[src/rtl/xpr_pkg.sv]
// Shared constants and types for the XOR parity packet recovery block.
`default_nettype none

package xpr_pkg;

    localparam int DEF_GROUP_SIZE    = 3;
    localparam int DEF_TABLE_DEPTH   = 256;
    localparam int DEF_PAYLOAD_WORDS = 20;

    localparam int SEQ_W  = 32;
    localparam int KIND_W = 8;
    localparam int WORD_W = 64;

    localparam logic [KIND_W-1:0] KIND_DATA   = 8'd0;
    localparam logic [KIND_W-1:0] KIND_PARITY = 8'd1;

    typedef struct packed {
        logic store_parity;
        logic forward;
        logic accum;
    } act_t;

endpackage

`default_nettype wire

[src/rtl/xpr_locate.sv]
// Pipelined divider that maps a sequence number to its slot and table entry.
`default_nettype none

module xpr_locate
    import xpr_pkg::*;
#(
    parameter int GROUP_SIZE  = DEF_GROUP_SIZE,
    parameter int TABLE_DEPTH = DEF_TABLE_DEPTH
) (
    input  wire logic                           clk,
    input  wire logic                           rst_n,
    input  wire logic                           start,
    input  wire logic [SEQ_W-1:0]               seq_number,
    output logic                                loc_valid,
    output logic [$clog2(GROUP_SIZE)-1:0]       off,
    output logic [$clog2(TABLE_DEPTH)-1:0]      entry
);

    localparam int OFF_W = $clog2(GROUP_SIZE);
    localparam int EW    = $clog2(TABLE_DEPTH);
    localparam int GSH   = 35;
    localparam logic [63:0] GMUL = (64'd1 << GSH) / GROUP_SIZE;
    localparam int DSH   = 32;
    localparam logic [63:0] DMUL = (64'd1 << DSH) / TABLE_DEPTH;

    logic [3:0]        vld_reg;
    logic [SEQ_W-1:0]  seq1_reg;
    logic [67:0]       prod1_reg;
    logic [31:0]       q_reg;
    logic [OFF_W-1:0]  off2_reg;
    logic [63:0]       prod2_reg;
    logic [31:0]       q3_reg;
    logic [OFF_W-1:0]  off3_reg;
    logic [OFF_W-1:0]  off4_reg;
    logic [EW-1:0]     entry_reg;

    logic [31:0] q1;
    logic [34:0] rem1;
    logic [31:0] q2;
    logic [32:0] rem2;

    always_comb
    begin
        q1   = prod1_reg[66:35];
        rem1 = {3'b000, seq1_reg} - 35'(q1 * 35'(GROUP_SIZE));
        q2   = prod2_reg[63:32];
        rem2 = {1'b0, q3_reg} - 33'(64'(q2) * 64'(TABLE_DEPTH));
    end

    always_ff @(posedge clk or negedge rst_n)
    begin
        if (!rst_n)
        begin
            vld_reg <= '0;
        end
        else
        begin
            vld_reg <= {vld_reg[2:0], start};
        end
    end

    always_ff @(posedge clk)
    begin
        seq1_reg  <= seq_number;
        prod1_reg <= 68'(seq_number) * 68'(GMUL[35:0]);
        if (rem1 >= 35'(GROUP_SIZE))
        begin
            q_reg    <= q1 + 32'd1;
            off2_reg <= OFF_W'(rem1 - 35'(GROUP_SIZE));
        end
        else
        begin
            q_reg    <= q1;
            off2_reg <= OFF_W'(rem1);
        end
        prod2_reg <= 64'(q_reg) * 64'(DMUL[31:0]);
        q3_reg    <= q_reg;
        off3_reg  <= off2_reg;
        off4_reg  <= off3_reg;
        if (rem2 >= 33'(TABLE_DEPTH))
        begin
            entry_reg <= EW'(rem2 - 33'(TABLE_DEPTH));
        end
        else
        begin
            entry_reg <= EW'(rem2);
        end
    end

    assign loc_valid = vld_reg[3];
    assign off       = off4_reg;
    assign entry     = entry_reg;

endmodule

`default_nettype wire

[config.mk]
export PLATFORM = sky130hd
export DESIGN_NAME = xpr_locate
export DESIGN_NICKNAME = d
export VERILOG_FILES = /design/src/rtl/xpr_pkg.sv /design/src/rtl/xpr_locate.sv
export SDC_FILE = /design/constraint.sdc
export NUM_CORES = 1
export LEC_CHECK = 0
export ABC_AREA = 1
export CAP_MARGIN = 20
export CORE_MARGIN = 2
export CORE_UTILIZATION = 34
export CTS_BUF_LIST = sky130_fd_sc_hd__clkbuf_8
export DETAILED_ROUTE_END_ITERATION = 16
export DONT_BUFFER_PORTS = 1
export PLACE_DENSITY_LB_ADDON = 0.2
export SLEW_MARGIN = 40
export SYNTH_ARGS = -nofsm -noshare
export SYNTH_HDL_FRONTEND = slang
export SYNTH_SLANG_ARGS = --single-unit
[constraint.sdc]
create_clock -name clk -period 3.05 [get_ports clk]
set_input_delay 0.1525 -clock clk [delete_from_list [all_inputs] [get_ports clk]]
set_output_delay 0.1525 -clock clk [all_outputs]
set_load 0.02 [all_outputs]
==> Word level (Yosys, flattened, before mapping) <==
Index checks and enable logic that the tools add are counted.
{ "op_classes": {"addsub": 5, "n_mul": 2, "n_lt_le_gt_ge": 2, "mux": 3} }
{ "op_table": {"columns": ["cell", "count"], "rows": [
  ["$mul A32 B33 Y65 const B", 1],
  ["$ge A35 B2 Y1 const B", 1],
  ["$sub A32 B33 Y34", 1],
  ["$ge A33 B9 Y1 const B", 1],
  ["$mul A31 B2 Y33 const B", 1],
  ["$sub A32 B32 Y33", 1],
  ["$add A31 B1 Y32 const B", 1],
  ["$mux W31", 1],
  ["$mux W8", 1],
  ["$sub A8 B1 Y8 const B", 1],
  ["$mux W2", 1],
  ["$sub A2 B1 Y2 const B", 1]
]} }
{ "word_totals": {"register_bits": 179, "inputBits": 35, "out_inout_bits": 11, "wordCells": 22} }

==> Logic depth before layout (Yosys ltp) <==
{ "logic_depth": {"word_depth": 4, "mapped_depth": 29, "mapped_depth_nobuf": 29} }

==> Least setup slack after synthesis <==
OpenSTA, ideal clock, no wires.
{ "synth_path": {"path_type": "input port to flip-flop", "startpoint": "in seq_number[26]", "endpoint": "reg prod1_reg[62]", "setup_ns": 0.112, "arrival_time_ns": 6.165, "required_ns": 2.938, "path_slack_ns": -3.227, "path_stages": 25, "n_path_buf": 0, "cell_sequence": "ha_1 fa_1 inv_1 fa_1 fa_1 inv_1 fa_1 inv_1 fa_1 inv_1 fa_1 fa_1 ha_1 nand2_1 nor2_1 inv_1 nor2_1 and3_1 nand3_1 nand3_1 a21oi_1 o21ai_1 nand2_1 nand3_1 nand2_1"} }
{ "synth_between": {"elab_chain_len": 1} }
{ "synth_rtl": {"columns": ["element", "line", "source"], "rows": [
  ["start: declaration", "xpr_locate.sv:13", "input wire logic [SEQ_W-1:0] seq_number,"],
  ["$mul A32 B33 Y65", "xpr_locate.sv:65", "prod1_reg <= 68'(seq_number) * 68'(GMUL[35:0]);"],
  ["end signal: assignment", "xpr_locate.sv:65", null],
  ["end: declaration", "xpr_locate.sv:28", "logic [67:0] prod1_reg;"]
]} }
No other way between the ends.
A chain may end at the register's enable or synchronous reset.

==> Worst setup path after layout <==
{ "layout_path": {"startpoint": "in seq_number[17]", "endpoint": "reg prod1_reg[54]"} }
The elaborated chain is that of the path after synthesis.

==> results.md <==
* RSZ-0062 raised after global routing: true
* Post-Syn Nets at 2795
* CTS tree: done
* Fraction of layout instances using a drive strength above 1 at 41.4%
* Via count of the first global-routing pass at 17100
* Starting Density at 34.5%
* FF-to-FF setup slack at -0.09 ns
* Worst skew pair latency at 0.41 ns
* Cells after Synth at ~2200
* Achievable clock frequency at 179 MHz
* Final count of pins violating max slew at 0
* Sum of routed wire length over all layers at 56500 µm
* Worst reg2reg path depth at 18
* Type of the worst min-delay path: in2reg
* Capturing element of the worst setup path: prod1_reg[54]
* Synthesis warning total at 0
* Final weighted congestion of routability-driven global placement at 1.00
* Netlist cell types at 44
* Critical path peak fanout at 5
* Final count of hold timing violations at 0
* CP endpoint kind: flop
* Global-route wire length before repair at 89300 µm
* Die footprint at 0.0529 mm²
* Clock edge transition at the registers on the reported setup and hold paths at 0.11 ns
* Number of flops mapped to enable cells by yosys at 0
* # IOs at 46
* Via density per instance at 4.61
* Net count reported at finish at 3331
* Measured slew at the worst slew-check pin at about 0.6 ns
* Maximum clock skew at final layout at between 0.02 and 0.025 ns
* Post-synthesis area per instance at 7.78 µm²
* DRT iter0 DRCs at 544
* Post-synthesis instance area at 0.0174 mm²
* Remaining design rule violation count at 0
* Part of the Yosys area used for sequential elements at between 10% and 20%
* All-layer global routing usage at between 20% and 30%
* Commonest non-fill, non-tap cell in the layout: sky130_fd_sc_hd__inv_1
* Clock root buffer: sky130_fd_sc_hd__clkbuf_8
* Synth top area cells: sky130_fd_sc_hd__fa_1 26%, sky130_fd_sc_hd__ha_1 22%, sky130_fd_sc_hd__inv_1 13%
* Most frequent cells in the layout: 489 x sky130_fd_sc_hd__inv_1, 431 x sky130_fd_sc_hd__buf_4, 308 x sky130_fd_sc_hd__nand2_1, 221 x sky130_fd_sc_hd__ha_1, 192 x sky130_fd_sc_hd__fa_1
* Y dimension of the die at 230 µm
* Post-route clock period utilization at 183%
* Half-perimeter wire length after detailed placement at roughly 49000 µm
* Primary flip-flop cell chosen by synthesis mapping: sky130_fd_sc_hd__dfxtp_1
* Violated checks: setup timing
* Launching instance or port of the critical path: seq_number[17]
* CTS buffer count at 9
* Core Area at 0.0503 mm²
* Maximum capacitance violations at 0
* Largest buffer count on any clock path at 2
* Number of sinks on the clock net at 97
* Worst reg2reg path endpoint: q_reg[6]
* Remaining max-slew budget at the tightest pin at between 50 and 60%
* Time the worst path needs with I/O delays and setup at 5.58 ns
* Die width at approximately 230 µm
* Pre-Repair DR Iteration Count at 7
* Post-route design area at about 0.026 mm²
* Initial antenna violation count at 1
* Worst flop-to-flop path startpoint: prod1_reg[36]
* Post-route worst setup slack at -2.53 ns
* Seq cells post-synth at 97
* Final setup violation count at 41
* Total congestion overflow after global routing at 0
* Post-synthesis cell type with the largest combined area: sky130_fd_sc_hd__fa_1
* Result of the run: finished, violations left
* Post-synth top area share at 26.2%
* Maximum level of the CTS H-tree at 3
* Launching element type of the critical path: input port
* CP required at 3.35 ns
* FFs w/ async S/R, synth at 4.12%
* Via Count at 15900
* Post-route ant nets at 0
* Number of flip-flops under the largest register name at 32
* Number of placement rows at between 80 and 90
* Fillers at between 4000 and 5000
* Buffers added on ports at 0
* Routed wirelength normalized by instance count at 16.4 µm
* Layout-stage area growth over the synthesis result at 48.7%
* Type of the worst setup path: in2reg
* Pin count of the biggest net entering global routing at 20
* Arrival time at the worst endpoint at 5.88 ns
* Placed inst area at 0.0220 mm²
-- per-layer routing --
metal / vias up / track usage, % / routed length [µm] / share of wire (%)
met3: 90 / 2.43 / 1840 / 3.2
met1: 7644 / 26.6 / 24200 / 43
met2: 230 / 39.4 / 28400 / 50
li1: 7916 / - / - / -
met4: 0 / 7.38 / 2160 / 3.8
met5: - / 0 / 0 / 0
-- cell usage after synthesis (9+ instances only) --
master                    number
sky130_fd_sc_hd__a21o_1       12
sky130_fd_sc_hd__o21ai_0      50
sky130_fd_sc_hd__nor2_1      138
sky130_fd_sc_hd__a31oi_1      21
sky130_fd_sc_hd__nand3_1      78
sky130_fd_sc_hd__fa_1        227
sky130_fd_sc_hd__a21oi_1      96
sky130_fd_sc_hd__inv_1       587
sky130_fd_sc_hd__ha_1        303
sky130_fd_sc_hd__o21a_1       11
sky130_fd_sc_hd__nand2_2      18
sky130_fd_sc_hd__xor2_1       35
sky130_fd_sc_hd__xnor2_1      13
sky130_fd_sc_hd__nor2_2       11
sky130_fd_sc_hd__dfxtp_1      93
sky130_fd_sc_hd__inv_2         9
sky130_fd_sc_hd__nand4_1      20
sky130_fd_sc_hd__nor3_1        9
sky130_fd_sc_hd__nand2_1     439
-- final cells by class --
| cell class | instances | area, µm² | area share, % |
|---|---|---|---|
| Clock buffer | 9 | 124 | 0.480 |
| Inverter | 596 | 2260 | 8.77 |
| Antenna cell | 1 | 2.50 | 0.00969 |
| Tap cell | 672 | 841 | 3.26 |
| Multi-Input combinational cell | 1535 | 16200 | 62.7 |
| Clock inverter | 7 | 78.8 | 0.305 |
| Sequential cell | 97 | 2000 | 7.73 |
| Timing Repair Buffer | 527 | 4310 | 16.7 |
-- kinds of logic after synthesis --
kind of cell               after synthesis  synth area share (%)
and+or+nand+nor                        744                  18.3
buffers and inverters                  599                  13.0
adders and majority gates              530                  48.0
AOI/OAI and AO/OA                      212                  6.96
DFF                                     97                  11.3
xor gates and xnor gates                48                  2.42
-- stage by stage --
step                hold WS [ns]  setup WS, ns  TNS (ns)  utilization (%)  cells
finish                     0.287         -2.53    -75.46             51.4   3444
global route               0.268         -2.69    -81.84             51.4   3444
CTS                        0.267         -2.52    -74.55             49.4   3423
detailed placement        -0.143         -3.21    -98.66             43.7   3322
global placement          -0.143         -3.16    -97.17             43.7   3322
floorplan                 -0.143         -2.65    -74.06                -   2230
-- worst min path at each step --
stage                        startpoint           to  slack, ns  cells after the start
final                     seq_number[8]  seq1_reg[8]       0.29                      1
after global placement            rst_n   vld_reg[3]      -0.14                      0
after floorplan                   rst_n   vld_reg[0]      -0.14                      0
after global routing      seq_number[8]  seq1_reg[8]       0.27                      1
after detailed placement          rst_n   vld_reg[2]      -0.14                      0
after CTS                 seq_number[8]  seq1_reg[8]       0.27                      1
-- timing repair --
action,4_1_cts,5_1_grt
pin swaps,264,174
buffers inserted,53,26
hold buffers,35,0
gates resized for setup,452,248
hold endpoints to repair,37,0
setup endpoints to repair,41,41
cloned,3,0
-- critical path, stage by stage --
cell	delay, ns
sky130_fd_sc_hd__ha_4	0.25
sky130_fd_sc_hd__inv_2	0.03
sky130_fd_sc_hd__fa_1	0.47
sky130_fd_sc_hd__fa_1	0.54
sky130_fd_sc_hd__inv_2	0.07
sky130_fd_sc_hd__fa_2	0.57
sky130_fd_sc_hd__fa_2	0.55
sky130_fd_sc_hd__buf_6	0.16
sky130_fd_sc_hd__fa_1	0.50
sky130_fd_sc_hd__fa_1	0.45
sky130_fd_sc_hd__fa_2	0.61
sky130_fd_sc_hd__ha_4	0.23
sky130_fd_sc_hd__nand2_2	0.12
sky130_fd_sc_hd__nor2_4	0.04
sky130_fd_sc_hd__inv_2	0.07
sky130_fd_sc_hd__nor2_4	0.05
sky130_fd_sc_hd__buf_4	0.13
sky130_fd_sc_hd__a21oi_2	0.17
sky130_fd_sc_hd__nand3_4	0.13
sky130_fd_sc_hd__a21oi_4	0.22
sky130_fd_sc_hd__o21ai_4	0.09
sky130_fd_sc_hd__buf_6	0.13
sky130_fd_sc_hd__xor2_1	0.14
Power is not shown: default switching activity piles up to over one toggle a cycle in this logic, so the estimate is an artifact.
